==> src/design/zrr_pkg.sv <==
`timescale 1ns / 1ps
package zrr_pkg;

    // Field widths of the byte stream and the row register.
    localparam int CHAR_W = 8;
    localparam int CFG_W  = 8;

    // Counts run from 0 to the largest capacity (64) inclusive.
    localparam int CNT_W  = 7;
    // Periods and steps reach 2 * (64 - 1).
    localparam int STEP_W = 8;
    // Position plus step before the compare against the length.
    localparam int SUM_W  = 9;

    localparam int             DEF_MAX_LEN = 64;
    localparam logic [CFG_W-1:0] ROWS_RESET = 8'd3;

    // One emission job handed from the front end to the back end.
    typedef struct packed {
        logic              bank;
        logic [CNT_W-1:0]  len;
        logic [CNT_W-1:0]  rows;
        logic [STEP_W-1:0] period;
        logic              ovf;
    } job_t;

    // Fill state of the job queue.
    typedef struct packed {
        logic empty;
        logic full;
    } q_stat_t;

endpackage

==> src/design/zrr_ram.sv <==
`timescale 1ns / 1ps
module zrr_ram #(
    parameter int WIDTH = 8,
    parameter int DEPTH = 128
) (
    input  logic                     clk,
    input  logic                     we,
    input  logic [$clog2(DEPTH)-1:0] waddr,
    input  logic [WIDTH-1:0]         wdata,
    input  logic                     re,
    input  logic [$clog2(DEPTH)-1:0] raddr,
    output logic [WIDTH-1:0]         rdata
);

    logic [WIDTH-1:0] mem [DEPTH];
    logic [WIDTH-1:0] rdata_reg;

    // One write port and one registered read port.
    always_ff @(posedge clk)
    begin
        if (we)
        begin
            mem[waddr] <= wdata;
        end
        if (re)
        begin
            rdata_reg <= mem[raddr];
        end
    end

    assign rdata = rdata_reg;

endmodule

==> src/design/zrr_front.sv <==
`timescale 1ns / 1ps
module zrr_front #(
    parameter int MAX_LEN = zrr_pkg::DEF_MAX_LEN
) (
    input  logic                              clk,
    input  logic                              rst_n,
    input  logic                              start,
    output logic                              busy,
    input  logic [zrr_pkg::CHAR_W-1:0]        in_char,
    input  logic                              in_last,
    input  logic                              cfg_we,
    input  logic [zrr_pkg::CFG_W-1:0]         cfg_wdata,
    input  logic                              job_done,
    output logic                              ram_we,
    output logic [$clog2(MAX_LEN):0]          ram_waddr,
    output logic [zrr_pkg::CHAR_W-1:0]        ram_wdata,
    output logic                              job_push,
    output zrr_pkg::job_t                     job
);
    import zrr_pkg::*;

    localparam int AW = $clog2(MAX_LEN);

    logic [CNT_W-1:0] fill_count_reg, fill_count_next;
    logic             dropped_reg, dropped_next;
    logic             bank_reg, bank_next;
    logic [1:0]       pend_reg, pend_next;
    logic [CFG_W-1:0] rows_cfg_reg;

    logic             accept;
    logic             room;
    logic [CNT_W-1:0] len_now;
    logic [CNT_W-1:0] rows_clamp;

    // A bank is free for writing unless both banks hold strings awaiting output.
    assign busy   = (pend_reg == 2'd2);
    assign accept = start && !busy;
    assign room   = (fill_count_reg < CNT_W'(MAX_LEN));

    assign ram_we    = accept && room;
    assign ram_waddr = {bank_reg, fill_count_reg[AW-1:0]};
    assign ram_wdata = in_char;

    // Classify the finished string: clamp rows, pick pass-through or zigzag.
    always_comb
    begin
        len_now = room ? (fill_count_reg + CNT_W'(1)) : fill_count_reg;
        if (rows_cfg_reg > CFG_W'(len_now))
        begin
            rows_clamp = len_now;
        end
        else
        begin
            rows_clamp = rows_cfg_reg[CNT_W-1:0];
        end
        job.bank = bank_reg;
        job.len  = len_now;
        job.ovf  = dropped_reg || !room;
        if (rows_clamp < CNT_W'(2))
        begin
            // Pass-through is a single row stepping by one.
            job.rows   = CNT_W'(1);
            job.period = STEP_W'(1);
        end
        else
        begin
            job.rows   = rows_clamp;
            job.period = {rows_clamp - CNT_W'(1), 1'b0};
        end
    end

    assign job_push = accept && in_last;

    // Next values of the fill state and the count of outstanding strings.
    always_comb
    begin
        fill_count_next = fill_count_reg;
        dropped_next    = dropped_reg;
        bank_next       = bank_reg;
        if (accept)
        begin
            if (in_last)
            begin
                fill_count_next = '0;
                dropped_next    = 1'b0;
                bank_next       = !bank_reg;
            end
            else if (room)
            begin
                fill_count_next = fill_count_reg + CNT_W'(1);
            end
            else
            begin
                dropped_next = 1'b1;
            end
        end
        pend_next = pend_reg + {1'b0, job_push} - {1'b0, job_done};
    end

    always_ff @(posedge clk or negedge rst_n)
    begin
        if (!rst_n)
        begin
            fill_count_reg <= '0;
            dropped_reg    <= 1'b0;
            bank_reg       <= 1'b0;
            pend_reg       <= '0;
            rows_cfg_reg   <= ROWS_RESET;
        end
        else
        begin
            fill_count_reg <= fill_count_next;
            dropped_reg    <= dropped_next;
            bank_reg       <= bank_next;
            pend_reg       <= pend_next;
            if (cfg_we)
            begin
                rows_cfg_reg <= cfg_wdata;
            end
        end
    end

    // The outstanding count never passes the number of banks.
    a_pend_max: assert property (@(posedge clk) disable iff (!rst_n)
        pend_reg != 2'd3)
        else $error("outstanding string count exceeds bank count");

    // A string is never closed while both banks are taken.
    a_push_room: assert property (@(posedge clk) disable iff (!rst_n)
        job_push |-> (pend_reg < 2'd2))
        else $error("string closed with no free bank");

    // The write index stays inside the bank.
    a_fill_max: assert property (@(posedge clk) disable iff (!rst_n)
        fill_count_reg <= CNT_W'(MAX_LEN))
        else $error("fill count beyond capacity");

endmodule

==> src/design/zrr_job_fifo.sv <==
`timescale 1ns / 1ps
module zrr_job_fifo (
    input  logic             clk,
    input  logic             rst_n,
    input  logic             push,
    input  zrr_pkg::job_t    push_job,
    input  logic             pop,
    output zrr_pkg::job_t    head_job,
    output zrr_pkg::q_stat_t stat
);
    import zrr_pkg::*;

    job_t       entry_reg [2];
    logic       wptr_reg;
    logic       rptr_reg;
    logic [1:0] count_reg;

    assign head_job   = entry_reg[rptr_reg];
    assign stat.empty = (count_reg == 2'd0);
    assign stat.full  = (count_reg == 2'd2);

    // Two-entry queue, one entry per buffer bank.
    always_ff @(posedge clk or negedge rst_n)
    begin
        if (!rst_n)
        begin
            wptr_reg  <= 1'b0;
            rptr_reg  <= 1'b0;
            count_reg <= '0;
        end
        else
        begin
            if (push)
            begin
                wptr_reg <= !wptr_reg;
            end
            if (pop)
            begin
                rptr_reg <= !rptr_reg;
            end
            count_reg <= count_reg + {1'b0, push} - {1'b0, pop};
        end
    end

    always_ff @(posedge clk)
    begin
        if (push)
        begin
            entry_reg[wptr_reg] <= push_job;
        end
    end

    a_no_overrun: assert property (@(posedge clk) disable iff (!rst_n)
        !(push && stat.full && !pop))
        else $error("job queue overrun");

    a_no_underrun: assert property (@(posedge clk) disable iff (!rst_n)
        !(pop && stat.empty))
        else $error("job queue underrun");

endmodule

==> src/design/zrr_back.sv <==
`timescale 1ns / 1ps
module zrr_back #(
    parameter int MAX_LEN = zrr_pkg::DEF_MAX_LEN
) (
    input  logic                       clk,
    input  logic                       rst_n,
    input  zrr_pkg::job_t              head_job,
    input  zrr_pkg::q_stat_t           q_stat,
    output logic                       job_pop,
    output logic                       job_done,
    output logic                       ram_re,
    output logic [$clog2(MAX_LEN):0]   ram_raddr,
    output logic                       out_valid,
    output logic                       out_last,
    output logic                       overflow
);
    import zrr_pkg::*;

    localparam int AW = $clog2(MAX_LEN);

    typedef enum logic {
        ST_IDLE,
        ST_RUN
    } state_t;

    state_t            state_reg;
    logic              bank_reg;
    logic [CNT_W-1:0]  len_reg;
    logic [CNT_W-1:0]  rows_reg;
    logic [STEP_W-1:0] period_reg;
    logic              ovf_reg;
    logic [CNT_W-1:0]  row_reg;
    logic [CNT_W-1:0]  pos_reg;
    logic [STEP_W-1:0] step_reg;
    logic              out_valid_reg;
    logic              out_last_reg;
    logic              out_ovf_reg;

    logic              edge_row;
    logic [STEP_W-1:0] nstep;
    logic [SUM_W-1:0]  sum;
    logic              stay;
    logic [CNT_W-1:0]  row_inc;
    logic              final_read;

    // Walk of the zigzag: step within a row, then move to the next row.
    always_comb
    begin
        edge_row   = (row_reg == '0) || (row_reg == rows_reg - CNT_W'(1));
        nstep      = edge_row ? period_reg : (period_reg - step_reg);
        sum        = SUM_W'(pos_reg) + SUM_W'(nstep);
        stay       = (sum < SUM_W'(len_reg));
        row_inc    = row_reg + CNT_W'(1);
        final_read = !stay && (row_inc == rows_reg);
    end

    assign job_pop   = (state_reg == ST_IDLE) && !q_stat.empty;
    assign ram_re    = (state_reg == ST_RUN);
    assign ram_raddr = {bank_reg, pos_reg[AW-1:0]};
    assign job_done  = ram_re && final_read;

    always_ff @(posedge clk or negedge rst_n)
    begin
        if (!rst_n)
        begin
            state_reg     <= ST_IDLE;
            out_valid_reg <= 1'b0;
            out_last_reg  <= 1'b0;
            out_ovf_reg   <= 1'b0;
            bank_reg      <= 1'b0;
            len_reg       <= '0;
            rows_reg      <= '0;
            period_reg    <= '0;
            ovf_reg       <= 1'b0;
            row_reg       <= '0;
            pos_reg       <= '0;
            step_reg      <= '0;
        end
        else
        begin
            out_valid_reg <= ram_re;
            out_last_reg  <= job_done;
            out_ovf_reg   <= ovf_reg;
            unique case (state_reg)
                ST_IDLE:
                begin
                    if (job_pop)
                    begin
                        bank_reg   <= head_job.bank;
                        len_reg    <= head_job.len;
                        rows_reg   <= head_job.rows;
                        period_reg <= head_job.period;
                        ovf_reg    <= head_job.ovf;
                        row_reg    <= '0;
                        pos_reg    <= '0;
                        step_reg   <= '0;
                        state_reg  <= ST_RUN;
                    end
                end
                ST_RUN:
                begin
                    if (stay)
                    begin
                        pos_reg  <= sum[CNT_W-1:0];
                        step_reg <= nstep;
                    end
                    else if (final_read)
                    begin
                        state_reg <= ST_IDLE;
                    end
                    else
                    begin
                        row_reg  <= row_inc;
                        pos_reg  <= row_inc;
                        step_reg <= {row_inc, 1'b0};
                    end
                end
                default:
                begin
                    state_reg <= ST_IDLE;
                end
            endcase
        end
    end

    assign out_valid = out_valid_reg;
    assign out_last  = out_last_reg;
    assign overflow  = out_ovf_reg;

    // Reads stay inside the stored string.
    a_pos_in_len: assert property (@(posedge clk) disable iff (!rst_n)
        ram_re |-> (pos_reg < len_reg))
        else $error("read beyond stored string");

    a_row_in_rows: assert property (@(posedge clk) disable iff (!rst_n)
        ram_re |-> (row_reg < rows_reg))
        else $error("row index beyond row count");

    // The closing byte of an emission is followed by a gap before the next one.
    a_last_gap: assert property (@(posedge clk) disable iff (!rst_n)
        out_valid && out_last |=> !out_valid)
        else $error("emission not separated after its final byte");

endmodule

==> src/design/zigzag_rail_reorder_top.sv <==
`timescale 1ns / 1ps
// Once the byte marked last is accepted with the back end idle, its job passes the
// job queue and the registered RAM read; reordered bytes then follow one per cycle.
// Bytes are loaded and emitted on separate ports; two string banks let the next string
// load while the previous one is read out of the RAM port.
// busy is high while both banks hold strings not yet fully read.
// Reset is asynchronous active low; results are strobed and cannot be stalled.
module zigzag_rail_reorder_top #(
    parameter int MAX_LEN = zrr_pkg::DEF_MAX_LEN
) (
    input  logic                       clk,
    input  logic                       rst_n,
    input  logic                       start,
    output logic                       busy,
    input  logic [zrr_pkg::CHAR_W-1:0] in_char,
    input  logic                       in_last,
    input  logic                       cfg_we,
    input  logic [zrr_pkg::CFG_W-1:0]  cfg_wdata,
    output logic                       out_valid,
    output logic [zrr_pkg::CHAR_W-1:0] out_char,
    output logic                       out_last,
    output logic                       overflow
);
    import zrr_pkg::*;

    localparam int AW        = $clog2(MAX_LEN);
    localparam int RAM_DEPTH = 2 * (2 ** AW);

    logic          ram_we;
    logic [AW:0]   ram_waddr;
    logic [CHAR_W-1:0] ram_wdata;
    logic          ram_re;
    logic [AW:0]   ram_raddr;
    logic          job_push;
    logic          job_pop;
    logic          job_done;
    job_t          push_job;
    job_t          head_job;
    q_stat_t       q_stat;

    // Two banks of string storage.
    zrr_ram #(
        .WIDTH (CHAR_W),
        .DEPTH (RAM_DEPTH)
    ) u_ram (
        .clk   (clk),
        .we    (ram_we),
        .waddr (ram_waddr),
        .wdata (ram_wdata),
        .re    (ram_re),
        .raddr (ram_raddr),
        .rdata (out_char)
    );

    // Front end: loads bytes and closes strings into jobs.
    zrr_front #(
        .MAX_LEN (MAX_LEN)
    ) u_front (
        .clk       (clk),
        .rst_n     (rst_n),
        .start     (start),
        .busy      (busy),
        .in_char   (in_char),
        .in_last   (in_last),
        .cfg_we    (cfg_we),
        .cfg_wdata (cfg_wdata),
        .job_done  (job_done),
        .ram_we    (ram_we),
        .ram_waddr (ram_waddr),
        .ram_wdata (ram_wdata),
        .job_push  (job_push),
        .job       (push_job)
    );

    // Queue of closed strings.
    zrr_job_fifo u_fifo (
        .clk      (clk),
        .rst_n    (rst_n),
        .push     (job_push),
        .push_job (push_job),
        .pop      (job_pop),
        .head_job (head_job),
        .stat     (q_stat)
    );

    // Back end: reads each string out in zigzag order.
    zrr_back #(
        .MAX_LEN (MAX_LEN)
    ) u_back (
        .clk       (clk),
        .rst_n     (rst_n),
        .head_job  (head_job),
        .q_stat    (q_stat),
        .job_pop   (job_pop),
        .job_done  (job_done),
        .ram_re    (ram_re),
        .ram_raddr (ram_raddr),
        .out_valid (out_valid),
        .out_last  (out_last),
        .overflow  (overflow)
    );

endmodule

==> config.mk <==
export PLATFORM = sky130hd
export DESIGN_NAME = zigzag_rail_reorder_top
export DESIGN_NICKNAME = d
export VERILOG_FILES = /design/src/design/zrr_pkg.sv /design/src/design/zrr_ram.sv /design/src/design/zrr_front.sv /design/src/design/zrr_job_fifo.sv /design/src/design/zrr_back.sv /design/src/design/zigzag_rail_reorder_top.sv
export SDC_FILE = /design/constraint.sdc
export NUM_CORES = 1
export LEC_CHECK = 0
export BUFFER_PORTS_ARGS = -buffer_cell sky130_fd_sc_hd__buf_2
export CAP_MARGIN = 10
export CORE_ASPECT_RATIO = 0.6
export CORE_MARGIN = 2
export CORE_UTILIZATION = 50
export CTS_BUF_LIST = sky130_fd_sc_hd__clkbuf_16
export CTS_CLUSTER_SIZE = 20
export DETAILED_ROUTE_END_ITERATION = 16
export PLACE_DENSITY_LB_ADDON = 0.2
export SETUP_SLACK_MARGIN = 0.3
export SLEW_MARGIN = 20
export SYNTH_ARGS = -nofsm -noshare
export SYNTH_HDL_FRONTEND = slang
export SYNTH_SLANG_ARGS = --single-unit
==> constraint.sdc <==
create_clock -name clk -period 7.5 [get_ports clk]
set_input_delay 0.375 -clock clk [delete_from_list [all_inputs] [get_ports clk]]
set_output_delay 0.375 -clock clk [all_outputs]
set_load 0.01 [all_outputs]
* After elaboration in Yosys (flattened, before gate mapping) *
Memory sizes are Yosys's and may differ from the RTL's. A register that Yosys moved wholly into a read port is not among the register bits.
Cells that the tools add are included.

word-level totals
  bits in writable memories = 1072
  memories = 2
  logic and storage cells = 88
  flip-flop bits (word level) = 49
  input bits = 21
  output and inout port bits = 12

operators by class
  add/subtract/negate cells = 10
  reductions and logical operators = 23
  eq/ne operators = 8
  bitwise gates (word level) = 1
  order comparisons = 4
  multiplexer cells = 25

memories
  memory            depth  width  rd ports  clocked after memory_dff  wr ports  line                source
  u_ram.mem         128    8      1         1                         1         zrr_ram.sv:15       logic [WIDTH-1:0] mem [DEPTH];
  u_fifo.entry_reg  2      24     1         1                         1         zrr_job_fifo.sv:13  job_t entry_reg [2];

operator list
  kind                                                         count
  two-way mux 7 bit                                            7
  two-way mux 8 bit                                            4
  one-hot mux 7 bit (2 select lines)                           2
  one-hot mux 8 bit (2 select lines)                           1
  two-way mux 15 bit                                           1
  adder 7 x 1 -> 7 bit (second input constant)                 2
  equality test 7 bit                                          2
  subtractor 7 x 1 -> 7 bit (second input constant)            2
  adder 7 x 8 -> 9 bit                                         1
  less-than comparator 9 x 7 -> 1 bit                          1
  two-way mux 1 bit                                            9
  > comparator 8 x 7 -> 1 bit                                  1
  zero test 1 bit                                              8
  inequality test 2 bit (second input constant)                4
  AND reduction 2 bit                                          4
  subtractor 8 bit                                             1
  zero test 7 bit                                              1
  less-than comparator 7 x 2 -> 1 bit (second input constant)  1
  less-than comparator 7 bit (second input constant)           1
  logical AND 1 bit                                            6
  adder 2 x 1 -> 2 bit                                         2
  subtractor 2 x 1 -> 2 bit                                    2
  inequality test 3 bit (second input constant)                1
  AND reduction 3 bit                                          1
  other kinds (5)                                              6

* Longest topological paths before layout *
Gate-level depths: netlist (run 1).

  word-level depth = 11
  gate-level depth with buffers = 29
  gate-level depth less buffers = 25

* Cells and area by module *
From an unflattened synthesis (run 1), not the netlist that was laid out.

second synthesis, totals
  cells, all modules = 2245
  area, all modules = 46883.7 um2

by module, submodules not included
  module        instances  sequential area each (um2)  cells each  area each (um2)
  zrr_ram       1          30989.7                     1635        39745.6
  zrr_back      1          1251.2                      336         3399.5
  zrr_job_fifo  1          1541.5                      90          2030.7
  zrr_front     1          478.0                       184         1707.9

* Worst setup path after synthesis (run 1) *
No wires, ideal clock.

  kind = register to register
  from = register u_back.rows_reg[0]
  to = register u_front.pend_reg[1]
  setup time = 0.123 ns
  buffers on the path = 4
  cell stages (with the launch flop) = 29
  path slack = 1.861 ns
  required time = 7.377 ns
  data arrival time = 5.517 ns
  clock period less this slack = 5.639 ns
  cells stage by stage = dfrtp_1 buf_2 inv_1 ha_1 or4b_1 nor4b_2 nor4b_2 a211oi_4 clkbuf_1 mux2i_1 ha_1 fa_1 nand3_1 nand2_1 a31oi_1 xnor2_1 ha_1 a211oi_1 nand2_1 a211o_2 nand2_2 buf_6 buf_2 nor2_1 ha_1 inv_1 ha_1 xnor2_1 xnor2_1

between the ends
  cells in the longest elaborated chain, start to end = 10
  elaborated cells between the ends (all ways) = 11
  classes of those cells = 3 x add/sub; 1 x order compare; 2 x eq/ne; 1 x mux; 4 x reduce/logical

RTL lines
  what                                 line                           source
  start: declaration                   zrr_back.sv:29                 logic [CNT_W-1:0] rows_reg;
  start signal: assignment             zrr_back.sv:91                 rows_reg <= head_job.rows;
  subtractor 7 x 1 -> 7 bit            zrr_back.sv:49                 edge_row = (row_reg == '0) || (row_reg == rows_reg - CNT_W'(1));
  equality test 7 bit                  zrr_back.sv:49
  logical OR 1 bit                     zrr_back.sv:49
  two-way mux 8 bit                    zrr_back.sv:50                 nstep = edge_row ? period_reg : (period_reg - step_reg);
  adder 7 x 8 -> 9 bit                 zrr_back.sv:51                 sum = SUM_W'(pos_reg) + SUM_W'(nstep);
  less-than comparator 9 x 7 -> 1 bit  zrr_back.sv:52                 stay = (sum < SUM_W'(len_reg));
  zero test 1 bit                      zrr_back.sv:54                 final_read = !stay && (row_inc == rows_reg);
  logical AND 1 bit (*)                zrr_back.sv:54
  logical AND 1 bit (*)                zrr_back.sv:60                 assign job_done = ram_re && final_read;
  named net job_done                   zigzag_rail_reorder_top.sv:36  logic job_done;
  subtractor 2 x 1 -> 2 bit (*)        zrr_front.sv:97                pend_next = pend_reg + {1'b0, job_push} - {1'b0, job_done};
  named net u_front.pend_next[1]       zrr_front.sv:27                logic [1:0] pend_reg, pend_next;
  end signal: assignment               zrr_front.sv:115               pend_reg <= pend_next;
  end: declaration                     zrr_front.sv:27

Mark *: on every way through the listed nets, which the timed path passes. The rest lies on a longest branch.
A chain may end at the register's enable or synchronous reset.

* Worst setup path after layout (run 1) *
  from = register u_back.rows_reg[1]
  to = register u_front.pend_reg[1]

Same word-level chain as after synthesis.

==> results of run 1 <==
==> through the flow <==
step	hold slack (ns)	area [µm²]	util, %
floorplan	0.0794	46200	-
global placement	0.361	47700	52.0
detailed placement	0.368	47700	52.0
CTS	0.0562	51100	55.8
global route	0.0918	51100	55.8
finish	0.0967	51100	55.8
==> cell usage after synthesis (3+ instances only) <==
library cell	instances
nand3b_1	3
o21a_1	3
mux4_2	336
a221o_1	12
mux2i_1	34
clkbuf_1	65
xor2_1	17
xnor2_1	25
or4_1	5
nor3b_1	5
ha_1	38
o21ai_1	4
and2_1	4
o31ai_1	5
nor2b_1	9
dfrtp_1	71
nand2b_1	9
edfxtp_1	1080
a21oi_1	14
nor2_1	159
buf_1	20
o211ai_1	4
nand3_1	21
a21o_1	6
nand4_1	4
nand2_1	75
o22ai_1	3
a22o_1	3
o21ai_0	40
a211oi_1	4
inv_1	40
buf_2	34
o21bai_1	4
and3_1	6
nor3_1	13
mux2_2	17
==> cell families after synthesis <==
kind of cell             share of synthesized area [%]
AND/OR/NAND/NOR                                   3.24
flip-flops                                        74.2
buffers and inverters                             1.41
AO/OA/AOI/OAI                                     1.76
XOR/XNOR                                         0.796
multiplexers                                      17.5
adder cells (fa/ha/maj)                           1.12
==> routing by layer <==
metal | GRT usage, % | wire length (µm) | share of wire, % | vias up
li1 | - | - | - | 9262
met1 | 38.7 | 51500 | 48 | 12000
met2 | 31.8 | 45900 | 42 | 907
met3 | 4.93 | 9240 | 8.5 | 118
met4 | 4.61 | 1650 | 1.5 | 0
met5 | 0 | 0 | 0 | -
==> area by class of cell <==
cell class / count / area share (%)
Timing Repair Buffer: 68 / 1.00
Tap cell: 1232 / 3.01
Inverter: 40 / 0.294
Clock buffer: 104 / 5.09
Clock inverter: 83 / 1.43
Multi-Input combinational cell: 918 / 22.1
Sequential cell: 1153 / 67.0
==> where the power goes <==
group          internal [mW]  switching, mW  total (mW)
sequential              7.40          0.479        7.88
combinational           3.08           3.89        6.97
clock                   2.96           2.34        5.30
==> worst paths after layout <==
path,from,endpoint,slack (ns),cells past startpoint
worst max register to register,u_back.rows_reg[1],u_front.pend_reg[1],1.18,24
max in group asynchronous,rst_n,u_back.pos_reg[2],6.68,2
min in group asynchronous,rst_n,u_back.out_valid,0.26,2
worst max-delay path,u_back.rows_reg[1],u_front.pend_reg[1],1.18,24
worst min register to register,u_back.ovf_reg,u_back.overflow,0.38,0
worst min-delay path,in_char[2],u_ram.mem[92][2],0.1,1
==> repair_timing <==
item / CTS / global route
setup endpoints to repair: 0 / 0
setup buffers: 0 / 0
hold buffers: 12 / 0
endpoints found under the hold margin: 81 / 0
==> impl_metrics.tcl, run 1 <==
set metrics [dict create \
    cts_made_buffers 103 \
    path_cells "inv_1 > ha_1 > or4b_1 > nor4b_2 > nor4b_2 > a211oi_4 > mux2i_1 > ha_1 > fa_1 > nand3_1 > nand2_1 > a31oi_1 > xnor2_1 > ha_1 > a211oi_1 > nand2_1 > a211o_2 > nand2_2 > nor2_1 > ha_1 > inv_1 > ha_1 > xnor2_1 > xnor2_1" \
    synth_top_cell_area_share_pct 70.2 \
    fin_crit_ns 6.32 \
    vias_per_cell 6.20 \
    clk_latency_ns 0.70 \
    gp_congestion 0.860 \
    seqCellArea_um2 34300 \
    initial_core_util_pct 50.4 \
    path_delay_family "adder cells" \
    vias 22300 \
    clk_pin_slew_ns 0.07 \
    overflow 0 \
    wl_per_cell_um 30.1 \
    cts_tree "yes" \
    setup_ws_ns 1.18 \
    yosysWarningCount 0 \
    crit_path_max_incr_delay_ns 0.57 \
    ys_types 64 \
    setup_violations 0 \
    outcome "completed" \
    rsz0062_at_grt "no" \
    cts_resized 0 \
    grt_max_degree 145 \
    slew_headroom_pct 24.8 \
    area_delta_synth_final_pct 10.7 \
    num_io_pins 33 \
    fin_nets 2345 \
    netlist_area_um2 46200 \
    ys_seq_area_share_pct 74.2 \
    rows 86 \
    hold_viol 0 \
    fill_cells 6841 \
    skew_ns 0.0242 \
    worst_slew_pin_slew_ns 1.13 \
    port_buffers 32 \
    ys_ff_latch 1153 \
    clockBufferDepth 3 \
    crit_fanout 23 \
    worstSetupEndpointType "flop" \
    total_power_mw 20.2 \
    synth.area.top_cells "edfxtp_1 (70%), mux4_2 (16%), dfrtp_1 (3.8%)" \
    async_reset_ff_share_pct 6.33 \
    maxCapViolCount 0 \
    ys.flop_type "edfxtp_1" \
    antenna_left 0 \
    syn_nets 2292 \
    multi_input_area_um2 11300 \
    setup-tns-final_ns 0 \
    die_width_um 396 \
    drive_above_1_share_pct 24.5 \
    min_path_type "in -> reg" \
    layout_common_cells "edfxtp_1 (1080), mux4_2 (336), nor2_1 (158)" \
    dp_slack_ns 1.26 \
    finalMaxSlewViolations 0 \
    cts_root_buf "clkbuf_16" \
    grt_use_total_pct 23.3 \
    die_h_um 239 \
    start_kind "flop" \
    core-area_um2 91700 \
    critPathBufInv 2 \
    h-tree-depth 3 \
    largest_reg_flops 1024 \
    required_ns 8.10 \
    p_leak_nw 16.4 \
    irDropWorstVdd_mv 0.321 \
    dp_cells 3399 \
    grt_pass1_vias 22100 \
    synth-edff-count 1080 \
    cp_common_cell "ha_1" \
    cpMaxStageDelayCell "a211oi_4" \
    grt_pass1_wl_um 158000 \
    fmax_mhz 158 \
    arrival_ns 6.92 \
    drc_errors 0 \
    instances_no_fill 3598 \
    final_common_cell "edfxtp_1" \
    first_pass_iters 6 \
    cts_sinks 1153 \
    die-area_um2 94900 \
    syn_inst 2231 \
    path_class "reg -> reg" \
    powerDensity_nw_per_um2 394 \
    period_share_pct 84.2 \
    hpwl_um 66200 \
    totalWireLength_um 108000 \
    drtIter0Drc 2722 \
    diodes 0 \
    syn_avg_cell_area_um2 20.7 \
    antenna_found_initial 8 \
    synth_top_area_cell "edfxtp_1" \
]
Note: power is estimated with default switching activity, not from simulation.
==> inputs of run 2 (changes only) <==
--- a/config.mk
+++ b/config.mk
@@ -5,6 +5,7 @@
 export SDC_FILE = /design/constraint.sdc
 export NUM_CORES = 1
 export LEC_CHECK = 0
+export ABC_AREA = 1
 export BUFFER_PORTS_ARGS = -buffer_cell sky130_fd_sc_hd__buf_2
 export CAP_MARGIN = 10
 export CORE_ASPECT_RATIO = 0.6
==> constraint.sdc (replaced) <==
create_clock -name clk -period 5.4 [get_ports clk]
set_input_delay 0.27 -clock clk [delete_from_list [all_inputs] [get_ports clk]]
set_output_delay 0.27 -clock clk [all_outputs]
set_load 0.01 [all_outputs]
==> impl_metrics.tcl, run 2 <==
set metrics [dict create \
    outcome "completed" \
    p_leak_nw 17.3 \
    muxShareOfSynthArea_pct 0.0951 \
    synth_top_area_cell "edfxtp_1" \
    p_int_mw 18.0 \
    overflow 0 \
    initial_core_util_pct 50.5 \
    area_delta_synth_final_pct 10.1 \
    synth_xor_area_share_pct 0.592 \
    setup_violations 0 \
    cp_common_cell "nand2_1" \
    cpMaxStageDelayCell "fa_1" \
    die-area_um2 97200 \
    core-area_um2 93800 \
    vias_per_cell 6.07 \
    wl_per_cell_um 24.9 \
    dp_cells 4929 \
    r2r-start "u_back.rows_reg[1]" \
    worst_slew_pin_slew_ns 1.07 \
    slew_headroom_pct 28.8 \
    synth_common_cells "edfxtp_1 (1080), nor2_1 (814), o21ai_0 (642)" \
    worstSetupEndpointType "flop" \
    drtIter0Drc 4162 \
    async_reset_ff_share_pct 6.33 \
    clk_latency_ns 0.70 \
    hold_depth 1 \
    irDropWorstVdd_mv 0.630 \
    cts_made_buffers 102 \
    antenna_found_initial 1 \
    synth_top_cell_area_share_pct 68.5 \
    layout_common_cells "edfxtp_1 (1080), nor2_1 (811), o21ai_0 (642)" \
    ys.flop_type "edfxtp_1" \
    powerDensity_nw_per_um2 588 \
    finalMaxSlewViolations 0 \
    synth_compound_area_share_pct 12.5 \
    worstHoldEndpoint "u_ram.mem[77][2]" \
    netlist_area_um2 47300 \
    ys_types 46 \
    cts_sinks 1153 \
    crit_fanout 8 \
    fmax_mhz 210 \
    period_share_pct 88.3 \
    grt_max_degree 157 \
    drive_above_1_share_pct 7.42 \
    cts_root_buf "clkbuf_16" \
    hpwl_um 75700 \
    crit_path_max_incr_delay_ns 0.43 \
    synthSimpleGateAreaFrac_pct 10.3 \
    hold_viol 0 \
    largest_reg_flops 1024 \
    syn_avg_cell_area_um2 12.3 \
    rows 87 \
    synth.most_common_cell "edfxtp_1" \
    setup-tns-final_ns 0 \
    vias 31200 \
    swShare_pct 41.2 \
    start_kind "flop" \
    final_common_cell "edfxtp_1" \
    power_switching_mw 12.6 \
    arrival_ns 5.35 \
    gp_congestion 0.878 \
    reg2reg_to "u_front.pend_reg[1]" \
    ys_ff_latch 1153 \
    first_pass_iters 6 \
    synth-edff-count 1080 \
    skew_ns 0.0217 \
    fin_crit_ns 4.77 \
    ys_seq_area_share_pct 72.4 \
    cts_tree "yes" \
    fill_cells 7767 \
    grt_pass1_vias 28600 \
    min-delay-start "in_char[2]" \
    required_ns 5.98 \
    path_class "reg -> reg" \
    syn_nets 3911 \
    min_path_type "in -> reg" \
    synth_adder_area_share_pct 1.09 \
    fin_nets 3872 \
    drc_errors 0 \
    combinationalPowerShare_pct 41.1 \
    instances_no_fill 5140 \
    die_h_um 242 \
    rr_worst_depth 32 \
    antenna_left 0 \
    grt_use_total_pct 26.0 \
    synth_top_family_by_area "compound AO/OA/AOI/OAI gates" \
    die_width_um 401 \
    maxCapViolCount 0 \
    port_buffers 32 \
    synth.area.top_cells "edfxtp_1 (69%), o21ai_0 (6.8%), nor2_1 (6.5%)" \
    h-tree-depth 3 \
    total_power_mw 30.7 \
    clockBufferDepth 3 \
    num_io_pins 33 \
    power.share.sequential_pct 35.4 \
    yosysWarningCount 0 \
    ff2ff_setup_slack_ns 0.63 \
    grt_pass1_wl_um 190000 \
    clk_pin_slew_ns 0.07 \
    totalWireLength_um 128000 \
    p_clk_share_pct 23.5 \
    rsz0062_at_grt "no" \
    syn_inst 3850 \
]
==> run 2: layer usage <==
| layer | track usage, % | wire length, µm |
|---|---|---|
| met1 | 42.3 | 59200 |
| met2 | 34.2 | 50900 |
| met3 | 7.25 | 15200 |
| met4 | 5.64 | 2670 |
| met5 | 0 | 13 |
==> run 2: how the worst max path moves through the flow <==
stage                       startpoint                   to  slack (ns)  cells after the start
global route        u_back.rows_reg[1]  u_front.pend_reg[1]        0.34                     32
detailed placement  u_back.rows_reg[0]    u_back.pos_reg[3]        0.34                     29
finish              u_back.rows_reg[1]  u_front.pend_reg[1]        0.63                     32
floorplan           u_back.rows_reg[0]  u_front.pend_reg[1]        0.85                     35
CTS                 u_back.rows_reg[0]  u_front.pend_reg[1]        0.34                     32
global placement    u_back.rows_reg[0]    u_back.pos_reg[3]        0.40                     29
==> run 2: timing repair <==
item / CTS / global route
resized for setup: 0 / 8
hold buffers: 22 / 0
setup buffers: 0 / 2
setup endpoints to repair: 0 / 25
hold endpoints to repair: 81 / 0
==> run 2: cells by family after synthesis <==
family / count (synthesis)
AO/OA/AOI/OAI: 1049
XOR/XNOR: 32
adder cells (fa/ha/maj): 40
buffers and inverters: 363
flip-flops: 1153
multiplexers: 4
AND/OR/NAND/NOR: 1209
==> run 2: area by class of cell <==
class	count	area, µm²	area share, %
Antenna cell	1	2.50	0.00480
Clock buffer	104	2600	4.99
Clock inverter	82	638	1.22
Inverter	108	420	0.806
Multi-Input combinational cell	2334	11700	22.4
Sequential cell	1153	34300	65.7
Tap cell	1246	1560	2.99
Timing Repair Buffer	112	951	1.82
==> run 2: per-stage QoR <==
stage	area [µm²]	hold WS, ns	worst slack, ns	util, %
after floorplan	47300	-0.0256	0.848	-
after detailed placement	48600	0.0858	0.341	51.8
after global placement	48600	0.0860	0.400	51.8
after CTS	52100	0.0309	0.337	55.5
after global routing	52100	0.0651	0.339	55.6
final	52100	0.0732	0.634	55.6
==> run 2: power groups by stage <==
stage / registers (mW) / logic, mW / clock network, mW
after floorplan: 10.7 / 8.33 / 0
after global placement: 11.0 / 12.1 / 0
after detailed placement: 11.0 / 12.2 / 0
after CTS: 10.8 / 12.2 / 7.28
after global routing: 10.9 / 13.8 / 7.61
final: 10.9 / 12.6 / 7.21
==> run 2: critical path: cells and delay by family, from the launching register on <==
kind,cells,cell delay [ns]
AOI/OAI and AO/OA,3,0.52
xor gates and xnor gates,2,0.30
adders and majority gates,6,1.58
buffers and inverters,5,0.30
DFF,1,0.41
and+or+nand+nor,16,1.56
